**src/hw/rtl/twbrt_pkg.sv**
```systemverilog
`timescale 1ns / 1ps

package twbrt_pkg;

  localparam logic [1:0] REQ_UPDATE  = 2'd0;
  localparam logic [1:0] REQ_LOOKUP  = 2'd1;
  localparam logic [1:0] REQ_REFRESH = 2'd2;
  localparam logic [1:0] REQ_CLEAR   = 2'd3;

  localparam logic [6:0] NO_MOVE         = 7'd64;
  localparam logic [7:0] AGE_LIMIT_RESET = 8'd6;

  typedef struct packed {
    logic [1:0]         req_type;
    logic [9:0]         bucket;
    logic [63:0]        player_bits;
    logic [63:0]        opponent_bits;
    logic [7:0]         date;
    logic [5:0]         new_depth;
    logic [2:0]         new_selectivity;
    logic [31:0]        new_cost;
    logic signed [7:0]  new_alpha;
    logic signed [7:0]  new_beta;
    logic [6:0]         new_best_move;
    logic [6:0]         new_alt_move;
  } req_t;

  typedef struct packed {
    logic               hit;
    logic [5:0]         out_depth;
    logic [2:0]         out_selectivity;
    logic [31:0]        out_cost;
    logic signed [7:0]  out_alpha;
    logic signed [7:0]  out_beta;
    logic [6:0]         out_best_move;
    logic [6:0]         out_alt_move;
  } rsp_t;

  typedef struct packed {
    logic [5:0]         depth;
    logic [2:0]         selectivity;
    logic [31:0]        cost;
    logic signed [7:0]  alpha;
    logic signed [7:0]  beta;
    logic [6:0]         best_move;
    logic [6:0]         alt_move;
  } entry_t;

  typedef struct packed {
    logic [63:0] pkey;
    logic [63:0] okey;
    entry_t      entry;
    logic [7:0]  date;
  } slot_t;

  // one memory row: slot one and slot two of a bucket
  typedef struct packed {
    slot_t s1;
    slot_t s2;
  } bucket_t;

  typedef enum logic [1:0] {
    ST_CLEAR,
    ST_IDLE,
    ST_EXEC
  } state_e;

endpackage

```
**src/hw/rtl/twbrt_merge.sv**
```systemverilog
`timescale 1ns / 1ps

module twbrt_merge (
  input  twbrt_pkg::req_t     req_i,
  input  twbrt_pkg::bucket_t  old_i,
  input  logic [7:0]          age_limit_i,
  output twbrt_pkg::bucket_t  new_o,
  output twbrt_pkg::rsp_t     rsp_o
);

  logic               m1, m2, hit;
  logic signed [8:0]  diff1, diff2, lim;
  logic               old1, old2;
  twbrt_pkg::entry_t  offered;
  twbrt_pkg::slot_t   new_slot;

  function automatic twbrt_pkg::entry_t merge_entry(twbrt_pkg::entry_t cur,
                                                    twbrt_pkg::entry_t nw);
    twbrt_pkg::entry_t res;
    res = cur;
    if (nw.depth > cur.depth ||
        (nw.depth == cur.depth && nw.selectivity < cur.selectivity)) begin
      res = nw;
    end else if (nw.depth == cur.depth && nw.selectivity == cur.selectivity) begin
      if (nw.cost > cur.cost) res.cost = nw.cost;
      if (nw.alpha > cur.alpha) res.alpha = nw.alpha;
      if (nw.beta < cur.beta) res.beta = nw.beta;
      res.best_move = nw.best_move;
      res.alt_move  = nw.alt_move;
    end
    return res;
  endfunction

  assign m1  = (old_i.s1.pkey == req_i.player_bits) && (old_i.s1.okey == req_i.opponent_bits);
  assign m2  = (old_i.s2.pkey == req_i.player_bits) && (old_i.s2.okey == req_i.opponent_bits);
  assign hit = (req_i.req_type != twbrt_pkg::REQ_CLEAR) && (m1 || m2);

  // date difference is signed, -255..255
  assign diff1 = $signed({1'b0, req_i.date}) - $signed({1'b0, old_i.s1.date});
  assign diff2 = $signed({1'b0, req_i.date}) - $signed({1'b0, old_i.s2.date});
  assign lim   = $signed({1'b0, age_limit_i});
  assign old1  = diff1 >= lim;
  assign old2  = diff2 >= lim;

  assign offered = '{depth:       req_i.new_depth,
                     selectivity: req_i.new_selectivity,
                     cost:        req_i.new_cost,
                     alpha:       req_i.new_alpha,
                     beta:        req_i.new_beta,
                     best_move:   req_i.new_best_move,
                     alt_move:    req_i.new_alt_move};

  assign new_slot = '{pkey:  req_i.player_bits,
                      okey:  req_i.opponent_bits,
                      entry: offered,
                      date:  req_i.date};

  always_comb begin
    new_o = old_i;
    rsp_o = '0;
    rsp_o.hit           = hit;
    rsp_o.out_best_move = twbrt_pkg::NO_MOVE;
    rsp_o.out_alt_move  = twbrt_pkg::NO_MOVE;
    unique case (req_i.req_type)
      twbrt_pkg::REQ_UPDATE: begin
        priority if (m1) begin
          new_o.s1.entry = merge_entry(old_i.s1.entry, offered);
          new_o.s1.date  = req_i.date;
        end else if (m2) begin
          new_o.s2.entry = merge_entry(old_i.s2.entry, offered);
          new_o.s2.date  = req_i.date;
        end else if (req_i.new_cost > old_i.s1.entry.cost) begin
          new_o.s2 = old_i.s1;
          new_o.s1 = new_slot;
        end else if (req_i.new_cost > old_i.s2.entry.cost) begin
          new_o.s2 = new_slot;
        end else if (old1 && old2) begin
          new_o.s2 = old_i.s1;
          new_o.s1 = new_slot;
        end else if (old2) begin
          new_o.s2 = new_slot;
        end else if (old1) begin
          new_o.s1 = old_i.s2;
          new_o.s2 = new_slot;
        end else begin
          new_o = old_i;
        end
      end
      twbrt_pkg::REQ_LOOKUP: begin
        if (hit) begin
          rsp_o.out_depth       = m1 ? old_i.s1.entry.depth       : old_i.s2.entry.depth;
          rsp_o.out_selectivity = m1 ? old_i.s1.entry.selectivity : old_i.s2.entry.selectivity;
          rsp_o.out_cost        = m1 ? old_i.s1.entry.cost        : old_i.s2.entry.cost;
          rsp_o.out_alpha       = m1 ? old_i.s1.entry.alpha       : old_i.s2.entry.alpha;
          rsp_o.out_beta        = m1 ? old_i.s1.entry.beta        : old_i.s2.entry.beta;
          rsp_o.out_best_move   = m1 ? old_i.s1.entry.best_move   : old_i.s2.entry.best_move;
          rsp_o.out_alt_move    = m1 ? old_i.s1.entry.alt_move    : old_i.s2.entry.alt_move;
        end
      end
      twbrt_pkg::REQ_REFRESH: begin
        if (m1) begin
          new_o.s1.date = req_i.date;
        end else if (m2) begin
          new_o.s2.date = req_i.date;
        end
      end
      twbrt_pkg::REQ_CLEAR: begin
        // keys and dates stay
        new_o.s1.entry = '0;
        new_o.s2.entry = '0;
      end
    endcase
  end

endmodule

```
**config.mk**
```make
export PLATFORM = sky130hd
export DESIGN_NAME = twbrt_merge
export DESIGN_NICKNAME = d
export VERILOG_FILES = /design/src/hw/rtl/twbrt_pkg.sv /design/src/hw/rtl/twbrt_merge.sv
export SDC_FILE = /design/constraint.sdc
export NUM_CORES = 2
export LEC_CHECK = 0
export BUFFER_PORTS_ARGS = -buffer_cell sky130_fd_sc_hd__buf_2
export CAP_MARGIN = 30
export CORE_AREA = 2 2 433 435
export DETAILED_ROUTE_END_ITERATION = 7
export DIE_AREA = 0 0 435 437
export PLACE_DENSITY = 0.32
export SYNTH_ARGS = -nofsm -noshare
export SYNTH_HDL_FRONTEND = slang
export SYNTH_SLANG_ARGS = --single-unit
export TNS_END_PERCENT = 5
```
**constraint.sdc**
```tcl
create_clock -name vclk -period 5.9
set_input_delay 0.295 -clock vclk [all_inputs]
set_output_delay 0.295 -clock vclk [all_outputs]
set_load 0.05 [all_outputs]
```
# Word level (Yosys, flattened, before mapping)
# Index checks and enable logic that the tools add are counted.
[totals] register_bits=0 in_bits=641 output_inout_bits=486 elab_cells=92
[classes] add_sub_neg=2 order_cmp=12 eq_ne=12 muxes=54 n_reduce_logical=12
[ops] operator="2-to-1 mux 414 bit" count=15
[ops] operator="2-to-1 mux 207 bit" count=5
[ops] operator="2-to-1 mux 128 bit" count=3
[ops] operator="2-to-1 mux 335 bit" count=1
[ops] operator="case mux 71 bit (2 select lines)" count=2
[ops] operator="== test 64 bit" count=4
[ops] operator="2-to-1 mux 62 bit" count=4
[ops] operator="2-to-1 mux 79 bit" count=2
[ops] operator="2-to-1 mux 71 bit" count=2
[ops] operator="2-to-1 mux 32 bit" count=3
[ops] operator="2-to-1 mux 8 bit" count=9
[ops] operator="greater-than comparator 32 bit" count=2
[ops] operator="case mux 8 bit (2 select lines)" count=2
[ops] operator=">= comparator 9 bit" count=2
[ops] operator="2-to-1 mux 9 bit" count=2
[ops] operator="subtractor 8 x 8 -> 9 bit" count=2
[ops] operator="greater-than comparator 8 bit" count=2
[ops] operator="less-than comparator 8 bit" count=2
[ops] operator="2-to-1 mux 7 bit" count=2
[ops] operator="== test 6 bit" count=2
[ops] operator="greater-than comparator 6 bit" count=2
[ops] operator="logical AND 1 bit" count=8
[ops] operator="== test 3 bit" count=2
[ops] operator="less-than comparator 3 bit" count=2
[ops] operator="7 further kinds" count=10

# Logic depth before layout (Yosys ltp)
[depth] word_depth=22 depth_mapped=22 mapped_depth_nobuf=19

# Worst setup path after synthesis
# OpenSTA, ideal clock, no wires.
[synth_timing] path_kind="in2out" startpoint="in old_i[1] in the netlist's numbering" endpoint="out new_o[51] in the netlist's numbering" arrival_ns=5.173 setup_slack_ns=0.432 cell_stages=20 path_buffers=1 path_cell_list="inv_1 -> ha_1 -> nor2b_1 -> o21ai_0 -> nand2b_1 -> a21o_1 -> a21o_1 -> a21o_1 -> a21oi_1 -> xnor2_1 -> ha_1 -> and3_1 -> a221oi_1 -> a21oi_1 -> xnor2_1 -> a21oi_1 -> o211ai_1 -> clkbuf_1 -> o21ai_0 -> a221oi_1"
[synth_lines] item="start: declaration" line="twbrt_merge.sv:5" source="input twbrt_pkg::bucket_t old_i,"
[synth_lines] item="end: declaration" line="twbrt_merge.sv:7" source="output twbrt_pkg::bucket_t new_o,"

==> flow_summary_export.csv <==
group,metric,value,unit
logic_synthesis,synth_area_leaders,"o2bb2ai_1 (12%), a22oi_1 (11%), ha_1 (10%)",
logic_synthesis,synth_top_area_share,0.120,
global_routing,grt.overflow.total,0,
logic_synthesis,syn_area_per_cell,6.72,µm²
logic_synthesis,yosysSeqAreaShare,0,
sta,finalSetupTns,0,ns
logic_synthesis,synth-adder-area-share,0.104,
sta,fin_crit_sh,0.945,
place,pre_cts_ws,0.240,ns
logic_synthesis,synth-simple-area-share,0.168,
hold_path,hold_class,"input port to output port",
logic_synthesis,yosys_warnings,0,
detailed_routing,wl_per_cell,31.9,µm
logic_synthesis,synthTopCellsByCount,"a22oi_1 (268), o2bb2ai_1 (250), nor2_1 (215)",
logic_synthesis,synth-xor-area-share,0.122,
place,hpwlAfterDp,170000,µm
cells_and_area,syn2layout_area_growth,59.0,%
pwr,power_leakage,0.0123,µW
cells_and_area,fillers,21700,
detailed_routing,drt-total-wl,200000,µm
job,max_cap_viol_count,0,
cells_and_area,nets,4563,
floorplanning,dieArea,190000,µm²
place,portBuffers,1117,
detailed_routing,drt_iter0_drc,1802,
pwr,power_density,181,nW/µm²
logic_synthesis,yosysTopAreaCell,"o2bb2ai_1",
global_routing,grtUsageTotal,0.198,
cells_and_area,drive_above_1_share,0.369,
sta,max_clock_freq,0.179,GHz
detailed_routing,drc,0,
logic_synthesis,synth_compound_area_frac,0.506,
cells_and_area,seqCellArea,0,µm²
place,placed_area,29000,µm²
logic_synthesis,synthesis.nets,3507,
setup_path,cp_max_fo,15,
sta,maxSlewViolCount,0,
detailed_routing,vias,28804,
outcome,status,"completed",
sta,finalCriticalPeriod,5.57,ns
sta,setup_viol,0,
setup_path,path_class,"input port to output port",
sta,whs,1.02,ns
setup_path,crit_path_end_kind,"output port",
floorplanning,die_w,435,µm
global_routing,grt_max_degree,91,
cells_and_area,fin_util,0.157,
cells_and_area,n_sequential_cell,0,
detailed_routing,vias_per_cell,4.59,
logic_synthesis,synth_cells,2716,
floorplanning,core,185000,µm²
detailed_routing,first_pass_iters,5,
logic_synthesis,netlist_area,18200,µm²
global_routing,grt_pass1_vias,28765,
setup_path,crit_required,5.61,ns
logic_synthesis,synth_top_family_by_area,"compound AO/OA/AOI/OAI gates",
sta,finalHoldViolations,0,
logic_synthesis,muxShareOfSynthArea,0.0126,
floorplanning,initial_core_util,0.0986,
sta,rsz0062_at_grt,"false",
logic_synthesis,yosysUniqueCellTypes,74,
global_routing,grt_pass1_wl,262000,µm
sta,slew-limit-headroom,0.350,
floorplanning,io_pins,1127,
global_routing,antenna_found_initial,63,
clock_network,cts_hold_buf,0,
setup_path,worst_ep_arrival_time,5.28,ns
place,routabilityCongestion,0.931,
pwr,vdd_drop_max,0.0809,mV
cells_and_area,clkbuf_count,0,
floorplanning,die_y,437,µm
logic_synthesis,synth_most_common_cell,"a22oi_1",
sta,setup_ws,0.326,ns
cells_and_area,final_area,29000,µm²
floorplanning,rows,158,
setup_path,start_kind,"input port",
detailed_routing,ant_nets,0,
sta,worst_pin_slew,0.968,ns
==> area by class of cell <==
class | count | area [µm²] | area share
well taps | 2480 | 3100 | 0.107
diodes | 23 | 57.6 | 0.00198
repair buffers | 1299 | 8360 | 0.288
inverters | 165 | 622 | 0.0214
multi-input cells | 2306 | 16900 | 0.582
==> power breakdown <==
part           total, µW  leakage [µW]  switching [µW]  internal [µW]
combinational       5240        0.0123            3710           1540
sequential             0             0               0              0
clock           0.000452   0.000000150               0       0.000451
==> metrics by stage <==
| step | total power, µW | std cells |
|---|---|---|
| after floorplan | 2870 | 2716 |
| final | 5240 | 6273 |
| after CTS | 5300 | 6250 |
| after detailed placement | 5290 | 6250 |
| after global routing | 5500 | 6267 |
| after global placement | 5290 | 6246 |
==> worst max-delay path, stage by stage <==
cell and delay (ns):
buf_2 0.16, inv_1 0.06, ha_1 0.26, nor2b_1 0.12, o21ai_0 0.16, nand2b_1 0.11, a21o_1 0.19, a21o_1 0.21
a21o_1 0.19, a21oi_1 0.17, xnor2_1 0.10, ha_1 0.29, and3_1 0.17, nand4b_1 0.23, a21o_2 0.37, o31ai_4 0.50
a22oi_1 0.18, buf_4 0.23, nor2_4 0.48, buf_4 0.31, a221o_1 0.19, buf_2 0.27
==> cells in the final DEF, fill, tap and decap left out, types with 33 or more instances in the layout <==
| cell type | instances |
|---|---|
| nand2_1 | 96 |
| o2bb2ai_1 | 250 |
| a22oi_1 | 268 |
| xnor2_1 | 143 |
| nand4_1 | 61 |
| nor3_1 | 81 |
| nor4_1 | 52 |
| buf_4 | 155 |
| xor2_1 | 111 |
| o22ai_1 | 65 |
| buf_2 | 1045 |
| nor2_1 | 210 |
| a21oi_1 | 178 |
| buf_12 | 97 |
| a221oi_1 | 33 |
| o221ai_1 | 52 |
| ha_1 | 147 |
| a221o_1 | 50 |
| inv_1 | 164 |
| nand3_1 | 51 |
| o21ai_0 | 117 |
==> logic make-up after synthesis <==
family	count (synthesis)
AOI/OAI and AO/OA	1242
xor gates and xnor gates	254
adders and majority gates	150
buffers and inverters	410
muxes	23
and+or+nand+nor	637
==> layer usage <==
metal | global-route usage | up-vias | part of all wire
met2 | 0.393 | 1361 | 0.55
met4 | 0.103 | 10 | 0.059
met1 | 0.199 | 14300 | 0.34
met3 | 0.0225 | 276 | 0.046
li1 | - | 12857 | -
met5 | 0 | - | 0.00028
==> what timing repair did <==
item | 4_1_cts | 5_1_grt
setup buffers | 0 | 0
setup endpoints to repair | 0 | 11
resized for setup | 0 | 2
==> worst paths after layout <==
path | startpoint | to | slack (ns) | cells after the start
max | old_i[208] | new_o[251] | 0.33 | 22
min | old_i[47] | new_o[47] | 1.02 | 4
(Power assumes the default switching activity.)
